<file path="src/rtl/core/spq_pkg.sv">
// types and codes shared by the sorted priority queue
// no dependencies; imported by spq_cell and sorted_priority_queue
package spq_pkg;

  localparam int KEY_W   = 32;
  localparam int ENTRY_W = 5;

  typedef enum logic {
    FUNC_INSERT = 1'b0,
    FUNC_REMOVE = 1'b1
  } func_t;

  typedef enum logic [1:0] {
    ST_OK    = 2'd0,
    ST_EMPTY = 2'd1,
    ST_FULL  = 2'd2
  } status_t;

  typedef struct packed {
    func_t                    func;
    logic signed [KEY_W-1:0]  key_in;
  } req_t;

  typedef struct packed {
    logic signed [KEY_W-1:0]  max_key;
    logic                     has_max;
    logic [ENTRY_W-1:0]       entry_total;
    status_t                  status;
  } rsp_t;

  // shift command broadcast to every cell
  typedef struct packed {
    logic insert;
    logic remove;
  } cmd_t;

endpackage

</file>
<file path="src/rtl/core/sorted_priority_queue.sv">
// sorted max-priority queue built from a chain of key cells
// depends on spq_pkg and spq_cell
//
// usage: each req word either inserts key_in or removes the maximum. every
// accepted req word yields exactly one rsp word giving the head key, a
// nonempty flag, the entry count and a status code after the operation.
// keys are kept in descending order across CAPACITY cells; on insert every
// cell compares its key with the new one in the same cycle and either holds,
// takes the new key or takes its left neighbor, on remove every cell takes
// its right neighbor. a new key goes ahead of equal stored keys.
// latency: the rsp word is valid the cycle after the req word is accepted.
// throughput: one word per cycle while no rsp word is held by rsp_stall, set by the cell update.
// remove on empty and insert on full leave the store alone and report it
// in status. reset clears the entry count and rsp_valid; cell contents and
// the rsp payload are not reset and only occupied cells are ever read.
// while rsp_stall holds a waiting rsp word, req_stall is raised so no new
// word enters; the rsp word is held unchanged.
module sorted_priority_queue #(
  parameter int CAPACITY = 16
) (
  input  logic          clk,
  input  logic          rst,
  input  logic          req_valid,
  output logic          req_stall,
  input  spq_pkg::req_t req,
  output logic          rsp_valid,
  input  logic          rsp_stall,
  output spq_pkg::rsp_t rsp
);
  import spq_pkg::*;

  localparam int CW = $clog2(CAPACITY + 1);

  logic [CW-1:0]           count;
  logic [CW-1:0]           count_next;
  logic                    accept;
  logic                    is_full;
  logic                    is_empty;
  cmd_t                    cmd;
  status_t                 status_next;
  rsp_t                    rsp_next;
  logic signed [KEY_W-1:0] head_next;

  logic signed [KEY_W-1:0] keys     [CAPACITY];
  logic                    ges      [CAPACITY];
  logic signed [KEY_W-1:0] lefts    [CAPACITY];
  logic                    left_ges [CAPACITY];
  logic signed [KEY_W-1:0] rights   [CAPACITY];
  logic                    occs     [CAPACITY];

  assign req_stall = rsp_valid && rsp_stall;
  assign accept    = req_valid && !req_stall;
  assign is_full   = (count == CW'(CAPACITY));
  assign is_empty  = (count == '0);

  assign cmd.insert = accept && (req.func == FUNC_INSERT) && !is_full;
  assign cmd.remove = accept && (req.func == FUNC_REMOVE) && !is_empty;

  for (genvar i = 0; i < CAPACITY; i++) begin : g_cell
    assign occs[i] = (count > CW'(i));
    if (i == 0) begin : g_head
      assign lefts[i]    = req.key_in;
      assign left_ges[i] = 1'b0;
    end else begin : g_body
      assign lefts[i]    = keys[i-1];
      assign left_ges[i] = ges[i-1];
    end
    if (i == CAPACITY - 1) begin : g_tail
      assign rights[i] = keys[i];
    end else begin : g_mid
      assign rights[i] = keys[i+1];
    end

    spq_cell u_cell (
      .clk       (clk),
      .cmd       (cmd),
      .new_key   (req.key_in),
      .occupied  (occs[i]),
      .left_key  (lefts[i]),
      .left_ge   (left_ges[i]),
      .right_key (rights[i]),
      .key       (keys[i]),
      .ge        (ges[i])
    );
  end

  always_comb begin
    count_next  = count;
    status_next = ST_OK;
    head_next   = keys[0];
    if (cmd.insert) begin
      count_next = count + 1'b1;
      if (!ges[0]) begin
        head_next = req.key_in;
      end
    end else if (cmd.remove) begin
      count_next = count - 1'b1;
      head_next  = keys[1];
    end
    if (accept && (req.func == FUNC_INSERT) && is_full) begin
      status_next = ST_FULL;
    end else if (accept && (req.func == FUNC_REMOVE) && is_empty) begin
      status_next = ST_EMPTY;
    end
  end

  always_comb begin
    rsp_next.has_max     = (count_next != '0);
    rsp_next.max_key     = rsp_next.has_max ? head_next : '0;
    rsp_next.entry_total = ENTRY_W'(count_next);
    rsp_next.status      = status_next;
  end

  always_ff @(posedge clk) begin
    if (rst) begin
      count     <= '0;
      rsp_valid <= 1'b0;
    end else begin
      count <= count_next;
      if (accept) begin
        rsp_valid <= 1'b1;
      end else if (!rsp_stall) begin
        rsp_valid <= 1'b0;
      end
    end
    if (accept) begin
      rsp <= rsp_next;
    end
  end

  a_rsp_follows: assert property (@(posedge clk) disable iff (rst)
    accept |=> rsp_valid)
    else $error("accepted word produced no rsp word");

  a_count_bound: assert property (@(posedge clk) disable iff (rst)
    count <= CW'(CAPACITY))
    else $error("entry count beyond capacity");

  a_full_status: assert property (@(posedge clk) disable iff (rst)
    (rsp_valid && (rsp.status == ST_FULL)) |-> is_full)
    else $error("full status while queue not full");

  a_has_max: assert property (@(posedge clk) disable iff (rst)
    rsp_valid |-> (rsp.has_max == !is_empty))
    else $error("has_max disagrees with entry count");

endmodule

</file>
<file path="src/rtl/core/spq_cell.sv">
// one storage cell of the sorted register chain
// depends on spq_pkg
module spq_cell (
  input  logic                            clk,
  input  spq_pkg::cmd_t                   cmd,
  input  logic signed [spq_pkg::KEY_W-1:0] new_key,
  input  logic                            occupied,
  input  logic signed [spq_pkg::KEY_W-1:0] left_key,
  input  logic                            left_ge,
  input  logic signed [spq_pkg::KEY_W-1:0] right_key,
  output logic signed [spq_pkg::KEY_W-1:0] key,
  output logic                            ge
);
  import spq_pkg::*;

  logic signed [KEY_W-1:0] key_next;

  // stored key stays ahead of the new one only when strictly greater
  assign ge = occupied && (key > new_key);

  always_comb begin
    key_next = key;
    if (cmd.insert) begin
      if (!ge) begin
        key_next = left_ge ? new_key : left_key;
      end
    end else if (cmd.remove) begin
      key_next = right_key;
    end
  end

  always_ff @(posedge clk) begin
    key <= key_next;
  end

endmodule

</file>
<file path="config.mk">
export PLATFORM = sky130hd
export DESIGN_NAME = sorted_priority_queue
export DESIGN_NICKNAME = d
export VERILOG_FILES = /design/src/rtl/core/spq_pkg.sv /design/src/rtl/core/sorted_priority_queue.sv /design/src/rtl/core/spq_cell.sv
export SDC_FILE = /design/constraint.sdc
export NUM_CORES = 2
export LEC_CHECK = 0
export BUFFER_PORTS_ARGS = -buffer_cell sky130_fd_sc_hd__buf_2
export CORE_ASPECT_RATIO = 1.4
export CORE_MARGIN = 4
export CORE_UTILIZATION = 30
export CTS_CLUSTER_SIZE = 20
export DETAILED_ROUTE_END_ITERATION = 12
export PLACE_DENSITY = 0.45
export SKIP_CTS_REPAIR_TIMING = 1
export SLEW_MARGIN = 20
export SYNTH_ARGS = -nofsm -noshare
export SYNTH_HDL_FRONTEND = slang
export SYNTH_SLANG_ARGS = --single-unit
</file>
<file path="constraint.sdc">
create_clock -name clk -period 17.4 [get_ports clk]
set_clock_uncertainty 0.15 [all_clocks]
set_input_delay 3.48 -clock clk [delete_from_list [all_inputs] [get_ports clk]]
set_output_delay 3.48 -clock clk [all_outputs]
set_load 0.02 [all_outputs]
</file>
==> results.md <==
* EDFF count, synth at 520
* Sequential-to-total area share from yosys stat at 42.2%
* Final hold viol count at 0
* Yosys warning count at 0
* Die width at 312 um
* Critical Path Start Type: input pin
* DRT Pass-1 Iters at 5
* Initial Util at between 30 and 40%
* Most common cell in the netlist: edfxtp_1
* Category of the most critical setup path: input pin to flop
* Final ANT Viol Nets at 0
* Setup TNS at 0 ns
* CTS Buf Count at 67
* # Max-Cap Violations at 0
* Worst EP arrival at 8.20 ns
* Avg Inst Size Synth at 10.2 um^2
* Worst-Margin Slew at 1.04 ns
* Drt via density at 5.37
* Setup-failing EPs final at 0
* Post-synth ARST share at 0%
* Critical path endpoint category: flop
* First-pass GRT wire length at 195,000 um
* Main flop type after synthesis: edfxtp_1
* Unrepaired setup endpoints after global routing: no
* Largest net degree at the start of global routing at just under 200
* Worst-path fanout max at 32
* WL/cell at 23.7 um
* Pwr dens at roughly 110 nW/um^2
* Synth unique cells at 75
* Tmin final at 8.06 ns
* Vias in the first global route at 30.5k
* Period utilization at 46.3%
* Synth top area cells: edfxtp_1 (40%), ha_1 (17%), mux2i_1 (11%)
* Die height at 434 um
* Synth top cells by count: edfxtp_1 (520), ha_1 (517), a21oi_1 (481)
* Initial antenna violation count at 4
* Final GP Congestion at 0.831
* DRC at 0
* LEAKAGE at 17.7 nW
* Total track usage at 18.9%
* Die area at about 140,000 um^2
* Fmax at 124 MHz
* Fraction of layout cells with a size suffix above 1 at 8.52%
* IO buf count at 78
* CTS root buf: clkbuf_16
* Synth area leader: edfxtp_1
* Nets@finish at 4,352
* CTS tree: done
* FP Rows at 156
* Cells after Synth at 3,810
* Core area at 129,000 um^2
* Maximum VDD drop at between 0.00007 and 0.00008 V
* CP required at 17.53 ns
* Worst hold path type: flop to flop
* Final Util at 33.4%
* DP HPWL at 98,500 um
* Area growth syn-to-layout at 10.9%
* Flops & latches, synth at 558
* Synth Net Count at ~4.4k
* CTS Sinks at 558
* Fin. max-slew vios at 0
* Via count at ~30k
* Syn Std Cell Area at just under 40,000 um^2
* Yosys top cell area share at 40.2%
* Total Routed Length at 131,000 um
* GRT Residual Overflow at 0
* CTS Buffer Depth at 3
* DR iter-0 viols at between 1.5k and 2k
* Clk_lat worst skew at 0.66 ns
* IO Count at 79
* H-tree depth at 3
* Slew HR at 30.4%
* Clk pin slew, worst setup/hold paths at ~0.06 ns
* Outcome: complete, no violations
## power by group
group,leakage (nW),switching (W),total [W],internal (W)
sequential,5.22,0.000187,0.00193,0.00175
combinational,11.4,0.000757,0.00120,0.000442
clock,1.05,0.000619,0.00143,0.000812
total,17.7,0.00156,0.00456,0.00300
## cells in the final DEF (no fill, tap or decap), types with 10 or more instances in the layout
cell,synthesis,layout
a221oi_1,10,10
mux2i_1,410,410
o21ai_1,44,43
dfxtp_1,38,38
nor2b_1,24,24
ha_1,517,517
inv_1,81,80
o21ai_0,225,217
a21oi_1,481,480
o211ai_1,19,19
o221ai_1,11,11
a21o_1,50,50
buf_4,16,76
clkinv_1,0,10
clkbuf_16,0,71
o22ai_1,34,34
nor4_1,14,14
clkinv_2,0,15
nor2_1,361,360
buf_2,51,78
mux2_2,38,38
o21a_1,15,15
and4_1,14,14
edfxtp_1,520,520
nand2_1,342,341
nand4_1,101,101
nor3_1,46,46
a31oi_1,10,10
nand3_1,48,46
a21boi_0,12,12
clkbuf_1,146,14
## sequential cells by signal, summed over array words and instances (netlist names)
register,cells
g_cell.u_cell.key,512
rsp_valid,1
rsp,40
count,5
## through the flow
step	setup WS, ns	hold slack, ns	power, W	cell area [um^2]	cells
4_1_cts	9.48	0.401	0.00462	43000	5506
2_1_floorplan	8.29	0.341	0.00274	38900	3810
5_1_grt	9.07	0.439	0.00483	43100	5508
3_5_place_dp	8.81	0.386	0.00317	40900	5387
3_3_place_gp	8.75	0.376	0.00315	40900	5386
6_report	9.34	0.401	0.00456	43100	5510
## kinds of logic after synthesis
family | Yosys count | share of synthesized area [%]
compound gates | 966 | 14.1
simple gates | 996 | 11.4
fa+ha+maj | 517 | 16.7
mux | 451 | 11.8
buf+inv | 319 | 3.85
xor+xnor | 3 | 0.0676
flops | 558 | 42.2
## final timing paths
kind                                start                  endpoint  slack (ns)  cells after the start
setup reg to reg                 count[0]   g_cell[8].u_cell.key[4]       12.40                     10
setup / recovery                  req[26]  g_cell[7].u_cell.key[27]        9.34                     13
hold / removal    g_cell[0].u_cell.key[5]   g_cell[0].u_cell.key[5]        0.40                      2
hold reg to reg   g_cell[0].u_cell.key[5]   g_cell[0].u_cell.key[5]        0.40                      2
## worst max-delay path: stages
cell	delay, ns
buf_2	0.09
buf_4	0.28
inv_1	0.45
ha_1	0.48
nand4_1	0.23
nor4_1	0.85
o311ai_0	0.56
a31oi_1	0.31
a211o_2	0.36
buf_4	0.41
nand2_1	0.09
nand2_1	0.10
buf_4	0.42
## cell type report
type | instances | area [um^2]
Timing Repair Buffer | 157 | 1040
Fill cell | 13300 | 85700
Multi-Input combinational cell | 2933 | 21200
Tap cell | 1659 | 2080
Inverter | 81 | 304
Clock inverter | 32 | 258
Clock buffer | 87 | 1860
Sequential cell | 558 | 16400
Antenna cell | 3 | 7.51
## layer usage
layer	global-route usage (%)	wire, um
met2	36.1	69500
met3	1.49	3910
met5	0	0
met1	22.3	53700
met4	6.18	3580
Note: power is estimated with default switching activity, not from simulation.
